<file path="src/sv/spq_pkg.sv">
package spq_pkg;

   // queue size and derived widths
   localparam int DEPTH   = 16;
   localparam int CNT_W   = $clog2(DEPTH + 1);
   localparam int VALUE_W = 32;
   localparam int RANK_W  = 16;

   // result status codes
   typedef enum logic [1:0] {
      ST_OK    = 2'd0,
      ST_EMPTY = 2'd1,
      ST_FULL  = 2'd2
   } status_type;

   // commands from controller to datapath
   typedef struct packed {
      logic       capture;
      logic       insert;
      logic       remove;
      logic       respond;
      status_type code;
   } cmd_type;

   // status from datapath to controller
   typedef struct packed {
      logic op_remove;
      logic empty;
      logic full;
   } stat_type;

endpackage

</file>
<file path="src/sv/spq_ctrl.sv">
module spq_ctrl (
   input  logic             clock,
   input  logic             reset,
   input  logic             start,
   output logic             busy,
   output logic             rsp_valid,
   input  spq_pkg::stat_type stat,
   output spq_pkg::cmd_type  cmd
);
   import spq_pkg::*;

   typedef enum logic {
      S_IDLE,
      S_EXEC
   } state_type;

   state_type state_ff, state_in;
   logic      busy_ff, busy_in;
   logic      rsp_valid_ff, rsp_valid_in;

   // next state and command decode
   always_comb begin
      state_in     = state_ff;
      busy_in      = busy_ff;
      rsp_valid_in = 1'b0;
      cmd          = '0;
      cmd.code     = ST_OK;
      case (state_ff)
         S_IDLE: begin
            if (start) begin
               cmd.capture = 1'b1;
               state_in    = S_EXEC;
               busy_in     = 1'b1;
            end
         end
         S_EXEC: begin
            cmd.respond  = 1'b1;
            rsp_valid_in = 1'b1;
            state_in     = S_IDLE;
            busy_in      = 1'b0;
            if (stat.op_remove) begin
               if (stat.empty) begin
                  cmd.code = ST_EMPTY;
               end else begin
                  cmd.remove = 1'b1;
               end
            end else begin
               if (stat.full) begin
                  cmd.code = ST_FULL;
               end else begin
                  cmd.insert = 1'b1;
               end
            end
         end
         default: begin
            state_in = S_IDLE;
            busy_in  = 1'b0;
         end
      endcase
   end

   // state and registered outputs
   always_ff @(posedge clock) begin
      if (reset) begin
         state_ff     <= S_IDLE;
         busy_ff      <= 1'b0;
         rsp_valid_ff <= 1'b0;
      end else begin
         state_ff     <= state_in;
         busy_ff      <= busy_in;
         rsp_valid_ff <= rsp_valid_in;
      end
   end

   assign busy      = busy_ff;
   assign rsp_valid = rsp_valid_ff;

endmodule

</file>
<file path="src/sv/spq_datapath.sv">
module spq_datapath (
   input  logic                                clock,
   input  logic                                reset,
   input  spq_pkg::cmd_type                    cmd,
   output spq_pkg::stat_type                   stat,
   input  logic                                req_operation,
   input  logic signed [spq_pkg::VALUE_W-1:0]  req_item_value,
   input  logic        [spq_pkg::RANK_W-1:0]   req_item_rank,
   output logic        [1:0]                   rsp_status,
   output logic signed [spq_pkg::VALUE_W-1:0]  rsp_removed_value,
   output logic        [spq_pkg::RANK_W-1:0]   rsp_removed_rank,
   output logic        [spq_pkg::CNT_W-1:0]    rsp_occupancy
);
   import spq_pkg::*;

   // captured request
   logic                      op_ff;
   logic signed [VALUE_W-1:0] value_ff;
   logic        [RANK_W-1:0]  rank_ff;

   // sorted cell array, head at index zero
   logic [VALUE_W-1:0] slot_value_ff [DEPTH];
   logic [RANK_W-1:0]  slot_rank_ff  [DEPTH];
   logic [VALUE_W-1:0] slot_value_in [DEPTH];
   logic [RANK_W-1:0]  slot_rank_in  [DEPTH];
   logic [CNT_W-1:0]   count_ff, count_in;
   logic [DEPTH-1:0]   keep;

   // response registers
   logic [1:0]                status_ff;
   logic signed [VALUE_W-1:0] rm_value_ff;
   logic        [RANK_W-1:0]  rm_rank_ff;
   logic [CNT_W-1:0]          occ_ff;

   assign stat.op_remove = op_ff;
   assign stat.empty     = (count_ff == '0);
   assign stat.full      = (count_ff == CNT_W'(DEPTH));

   // cells that stay in place on insert: occupied and rank not above the new one
   always_comb begin
      for (int i = 0; i < DEPTH; i++) begin
         keep[i] = (CNT_W'(i) < count_ff) && (slot_rank_ff[i] <= rank_ff);
      end
   end

   // per-cell next value: hold, load new, shift back or shift forward
   always_comb begin
      for (int i = 0; i < DEPTH; i++) begin
         slot_value_in[i] = slot_value_ff[i];
         slot_rank_in[i]  = slot_rank_ff[i];
         if (cmd.insert && !keep[i]) begin
            if (i == 0) begin
               slot_value_in[i] = value_ff;
               slot_rank_in[i]  = rank_ff;
            end else if (keep[i-1]) begin
               slot_value_in[i] = value_ff;
               slot_rank_in[i]  = rank_ff;
            end else begin
               slot_value_in[i] = slot_value_ff[i-1];
               slot_rank_in[i]  = slot_rank_ff[i-1];
            end
         end else if (cmd.remove && (i < DEPTH - 1)) begin
            slot_value_in[i] = slot_value_ff[i+1];
            slot_rank_in[i]  = slot_rank_ff[i+1];
         end
      end
   end

   // occupancy update
   always_comb begin
      count_in = count_ff;
      if (cmd.insert) begin
         count_in = count_ff + CNT_W'(1);
      end else if (cmd.remove) begin
         count_in = count_ff - CNT_W'(1);
      end
   end

   // control state
   always_ff @(posedge clock) begin
      if (reset) begin
         count_ff <= '0;
      end else begin
         count_ff <= count_in;
      end
   end

   // request capture, cells and response
   always_ff @(posedge clock) begin
      if (cmd.capture) begin
         op_ff    <= req_operation;
         value_ff <= req_item_value;
         rank_ff  <= req_item_rank;
      end
      for (int i = 0; i < DEPTH; i++) begin
         slot_value_ff[i] <= slot_value_in[i];
         slot_rank_ff[i]  <= slot_rank_in[i];
      end
      if (cmd.respond) begin
         status_ff   <= cmd.code;
         rm_value_ff <= cmd.remove ? slot_value_ff[0] : '0;
         rm_rank_ff  <= cmd.remove ? slot_rank_ff[0] : '0;
         occ_ff      <= count_in;
      end
   end

   assign rsp_status        = status_ff;
   assign rsp_removed_value = rm_value_ff;
   assign rsp_removed_rank  = rm_rank_ff;
   assign rsp_occupancy     = occ_ff;

endmodule

</file>
<file path="src/sv/sorted_priority_queue.sv">
// channel   | direction | handshake          | payload
// request   | in        | start, busy        | req_operation, req_item_value, req_item_rank
// response  | out       | rsp_valid (strobe) | rsp_status, rsp_removed_value,
//           |           |                    | rsp_removed_rank, rsp_occupancy
//
// each request is handled in order: the request registers capture it, then the
// whole sorted cell array shifts in parallel and the response registers load.
// the response strobe is high in the cycle after that load; busy is low in that
// same cycle, so a new request may be taken then.
// reset empties the queue (occupancy zero); cell contents are left as they are.
// the receiver cannot stall: each response is shown for exactly one cycle.
module sorted_priority_queue (
   input  logic                                clock,
   input  logic                                reset,
   input  logic                                start,
   output logic                                busy,
   input  logic                                req_operation,
   input  logic signed [spq_pkg::VALUE_W-1:0]  req_item_value,
   input  logic        [spq_pkg::RANK_W-1:0]   req_item_rank,
   output logic                                rsp_valid,
   output logic        [1:0]                   rsp_status,
   output logic signed [spq_pkg::VALUE_W-1:0]  rsp_removed_value,
   output logic        [spq_pkg::RANK_W-1:0]   rsp_removed_rank,
   output logic        [spq_pkg::CNT_W-1:0]    rsp_occupancy
);
   import spq_pkg::*;

   cmd_type  cmd;
   stat_type stat;

   // controller
   spq_ctrl u_ctrl (
      .clock     (clock),
      .reset     (reset),
      .start     (start),
      .busy      (busy),
      .rsp_valid (rsp_valid),
      .stat      (stat),
      .cmd       (cmd)
   );

   // cell array and response registers
   spq_datapath u_datapath (
      .clock             (clock),
      .reset             (reset),
      .cmd               (cmd),
      .stat              (stat),
      .req_operation     (req_operation),
      .req_item_value    (req_item_value),
      .req_item_rank     (req_item_rank),
      .rsp_status        (rsp_status),
      .rsp_removed_value (rsp_removed_value),
      .rsp_removed_rank  (rsp_removed_rank),
      .rsp_occupancy     (rsp_occupancy)
   );

   // accepted request makes the block busy on the next cycle
   a_accept_busy: assert property (@(posedge clock) disable iff (reset)
      (start && !busy) |=> busy)
      else $error("busy not raised after accepted request");

   // a response follows a busy cycle
   a_rsp_after_busy: assert property (@(posedge clock) disable iff (reset)
      rsp_valid |-> $past(busy))
      else $error("response without a request in progress");

   // full status only when the queue holds every slot
   a_full_occ: assert property (@(posedge clock) disable iff (reset)
      (rsp_valid && rsp_status == ST_FULL) |-> (rsp_occupancy == CNT_W'(DEPTH)))
      else $error("full status with queue not full");

   // empty status reports nothing removed and zero occupancy
   a_empty_rsp: assert property (@(posedge clock) disable iff (reset)
      (rsp_valid && rsp_status == ST_EMPTY) |->
      (rsp_occupancy == '0 && rsp_removed_value == '0 && rsp_removed_rank == '0))
      else $error("empty status with nonzero fields");

endmodule

</file>
<file path="config.mk">
export PLATFORM = sky130hd
export DESIGN_NAME = sorted_priority_queue
export DESIGN_NICKNAME = d
export VERILOG_FILES = /design/src/sv/spq_pkg.sv /design/src/sv/spq_ctrl.sv /design/src/sv/spq_datapath.sv /design/src/sv/sorted_priority_queue.sv
export SDC_FILE = /design/constraint.sdc
export NUM_CORES = 2
export LEC_CHECK = 0
export BUFFER_PORTS_ARGS = -buffer_cell sky130_fd_sc_hd__buf_2
export CAP_MARGIN = 20
export CORE_UTILIZATION = 60
export DETAILED_ROUTE_END_ITERATION = 10
export PLACE_DENSITY = 0.77
export SLEW_MARGIN = 25
export SYNTH_ARGS = -nofsm -noshare
export SYNTH_HDL_FRONTEND = slang
export SYNTH_SLANG_ARGS = --single-unit
</file>
<file path="constraint.sdc">
create_clock -name clock -period 8.5 [get_ports clock]
set_clock_uncertainty 0.2 [all_clocks]
set_input_delay 1.275 -clock clock [delete_from_list [all_inputs] [get_ports clock]]
set_output_delay 1.275 -clock clock [all_outputs]
set_load 0.02 [all_outputs]
</file>
==> key figures <==
Global route
  • First-pass GRT wire length: 215900 µm
  • Vias in the first global route: 35109
  • Initial antenna violation count: 3
  • Largest net degree at the start of global routing: 97
  • Global route overflow: 0
  • Total GRT Usage: 34.82%

Placement
  • Final GP Congestion: 0.9310
  • Place WS: 3.069 ns
  • IO buf count: 108
  • Post-detail-place hpwl: 90900 µm
  • Area post-placement: 49640 µm²

Worst setup path
  • Worst path slowest cell: edfxtp_1
  • Buf/Inv on CP: 3
  • Reg-to-reg endpoint: u_datapath.slot_rank_ff[1][88]
  • CP startpoint kind: flop
  • Worst path cell trace: inv_1, buf_4, ha_1, nand4_1, nor4_1, a21boi_0, a211o_1, and3_4, or2_2, buf_4
  • CP Max Fanout: 51
  • Critical path required time: 8.58 ns
  • Crit Reg-Reg Startpoint: u_datapath.rank_ff[14]
  • Worst Path Arrival: 5.67 ns
  • Crit path top cell by count: buf_4
  • WS Path Type: flop to flop
  • Crit. End Element: flop
  • Top delay family on crit path: simple AND/OR/NAND/NOR gates
  • Cell count along the critical path: 10
  • R2R depth: 10
  • R2r setup slk: 2.92 ns
  • CP max stage delay: 0.89 ns

Timing
  • Measured slew at the worst slew-check pin: 1.207 ns
  • Min Tclk post-route: 5.584 ns
  • RSZ-0062 raised after global routing: no
  • Max frequency: 179.1 MHz
  • Slew margin rel.: 18.79%
  • Setup TNS: 0 ns
  • Hold Fails Final Rpt: 0
  • Setup WS post-layout: 2.916 ns
  • Final Max Tran Viols: 0
  • Period utilisation layout: 65.69%
  • WHS: 0.2874 ns
  • Final count of negative-setup-slack endpoints: 0

Route
  • DRC Markers: 0
  • Vias per cell: 6.753
  • Average wire per cell in the routed design: 26.65 µm
  • DR iter-0 viols: 4490
  • Routed via count: 36423
  • TritonRoute pass-1 iters: 6
  • Routed Antenna Nets: 0
  • Detailed Route WL: 143800 µm

Clock tree
  • Total CTS buffers: 95
  • CTS tree: yes
  • Post-CTS sizing: 0
  • # Post-CTS Setup Buffers: 0
  • CTS Root Cell: clkbuf_16
  • Worst-case clock buffer depth: 3
  • Clk sinks: 880
  • H-tree levels: 3
  • Cts hold-fix bufs: 0
  • Clk pin slew, worst setup/hold paths: 0.06 ns
  • Clock insertion delay at the later pin of the skew report: 0.68 ns

Synth
  • Cell count after synthesis: 4298
  • Synth top area cells: edfxtp_1, mux2i_1, ha_1
  • Top cell type's share of synthesized area: 54.24%
  • Syn nets: 4609
  • Number of synthesized register bits: 880
  • Cell taking the most area after synthesis: edfxtp_1
  • Syn_area_per_cell: 11.23 µm²
  • Synth Flop Type: edfxtp_1
  • Warnings, synthesis: 0
  • EDFF count, synth: 872
  • Yosys cell types: 59
  • Async SR Flop Fraction: 0%
  • Register area share after synthesis: 54.57%
  • Post-Syn Area: 48280 µm²

Power
  • Design Power: 10300 µW
  • LEAKAGE: 0.02017 µW
  • P per Cell Area: 195.1 nW/µm²
  • Worst vdd ir: 0.0001865 V

Floorplan
  • Die width: 285.7 µm
  • Starting density of the core: 60.91%
  • Die Ht: 285.7 µm
  • IO Pins: 109
  • Full die area: 81600 µm²
  • Core area: 79260 µm²
  • Num rows: 103

Final layout
  • Nets: 4577
  • Post-route cell area: 52770 µm²
  • Diode count: 0
  • FILL cells: 5870
  • Area Overhead vs Synth: 9.301%
  • Layout cell share with drive strength beyond 1: 12.11%

Hold path
  • Min-delay src: u_ctrl.busy
  • Worst Hold End: u_ctrl.busy
  • Worst hold path depth: 2
  • Worst hold path type: flop to flop

Job
  • Max_cap viols: 0

Outcome
  • Outcome: completed
==> state kept, by name (all words and copies together) (netlist names) <==
| signal | flops |
|---|---|
| u_datapath.slot_rank_ff | 256 |
| u_datapath.rank_ff | 16 |
| u_datapath.rsp_removed_value | 32 |
| u_ctrl.rsp_valid | 1 |
| u_datapath.value_ff | 32 |
| u_datapath.count_ff | 5 |
| u_ctrl.busy | 1 |
| u_datapath.rsp_status | 2 |
| u_datapath.op_ff | 1 |
| u_ctrl.state_ff | 1 |
| u_datapath.rsp_occupancy | 5 |
| u_datapath.slot_value_ff | 512 |
| u_datapath.rsp_removed_rank | 16 |
==> worst reg2reg max path, stage by stage, from the launching register on <==
cell,delay [ns]
edfxtp_1,0.89
inv_1,0.09
buf_4,0.25
ha_1,0.33
nand4_1,0.17
nor4_1,0.40
a21boi_0,0.23
a211o_1,0.57
and3_4,0.79
or2_2,0.69
buf_4,0.55
==> metrics by stage <==
| stage | instances | util [%] |
|---|---|---|
| detailed placement | 5217 | 62.63 |
| global placement | 5215 | 62.56 |
| floorplan | 4298 | - |
| CTS | 5392 | 66.50 |
| finish | 5394 | 66.58 |
| global route | 5394 | 66.58 |
==> synth_stat cells (47+ instances only) <==
cell type	count
a21oi_1	445
a31oi_1	151
mux2_2	142
mux2_1	47
mux2i_1	451
buf_2	109
nand2_1	505
ha_1	259
nand4_1	47
nand3_1	64
edfxtp_1	872
nor2_1	378
o21ai_0	300
and2_1	55
clkbuf_1	179
==> layer usage <==
metal	GRT usage (%)	vias up	part of all wire (%)
met5	0	-	0.013
met4	16.00	4	4.7
met3	6.156	339	10
met2	52.52	2298	44
met1	49.28	17871	41
li1	-	15911	-
==> layout make-up <==
class | count | area [µm²] | area share [%]
flip-flops and latches | 880 | 26350 | 49.93
multi-input cells | 3059 | 20650 | 39.14
clock buffers | 117 | 2490 | 4.718
well taps | 1050 | 1314 | 2.490
repair buffers | 192 | 1244 | 2.357
clock inverters | 58 | 575.6 | 1.091
inverters | 38 | 142.6 | 0.2703
==> power by group <==
group / switching, µW / internal [µW]
registers: 170 / 5000
clock network: 1820 / 2340
logic: 640 / 329
==> layout by cell type, fill, tap and decap left out, types with 6 or more instances in the layout <==
cell type | Yosys | routed
nor2b_1 | 31 | 30
o211ai_1 | 11 | 11
nand4_1 | 47 | 47
mux2_1 | 47 | 47
mux2_2 | 142 | 142
clkinv_2 | 0 | 18
a21o_1 | 22 | 22
a21oi_1 | 445 | 444
mux2i_1 | 451 | 451
and2_1 | 55 | 51
buf_2 | 109 | 108
nand3_1 | 64 | 62
o21ai_0 | 300 | 295
edfxtp_1 | 872 | 872
buf_4 | 23 | 78
nor2_1 | 378 | 372
o21ai_4 | 0 | 9
nand2_1 | 505 | 496
bufinv_16 | 0 | 8
nor2_4 | 0 | 6
dfxtp_1 | 8 | 7
nor4_1 | 15 | 14
inv_1 | 38 | 38
ha_1 | 259 | 259
a21boi_0 | 10 | 10
a31oi_1 | 151 | 148
clkbuf_16 | 0 | 95
nand2_2 | 0 | 7
clkinv_1 | 0 | 21
nor3_1 | 19 | 19
clkbuf_1 | 179 | 19
o21ai_1 | 32 | 28
==> worst max path at each step <==
stage / from / end / slack, ns
after floorplan: u_ctrl.state_ff / u_datapath.slot_rank_ff[0][112] / 1.98
after global placement: u_datapath.rank_ff[11] / u_datapath.slot_value_ff[1][160] / 3.15
after detailed placement: u_datapath.rank_ff[11] / u_datapath.slot_value_ff[1][160] / 3.07
after CTS: u_datapath.rank_ff[11] / u_datapath.slot_rank_ff[1][88] / 3.03
after global routing: u_datapath.rank_ff[14] / u_datapath.slot_rank_ff[1][88] / 2.71
final: u_datapath.rank_ff[14] / u_datapath.slot_rank_ff[1][88] / 2.92
==> cell families (layout without fill, tap and decap cells) <==
family / after synthesis / count (layout) / synth area share, %
and+or+nand+nor: 1147 / 1147 / 10.11
AOI/OAI and AO/OA: 1011 / 1011 / 11.48
DFF: 880 / 880 / 54.57
muxes: 640 / 640 / 13.76
buffers and inverters: 359 / 405 / 3.333
adders and majority gates: 259 / 259 / 6.712
xor gates and xnor gates: 2 / 2 / 0.03629
(Power assumes the default switching activity.)
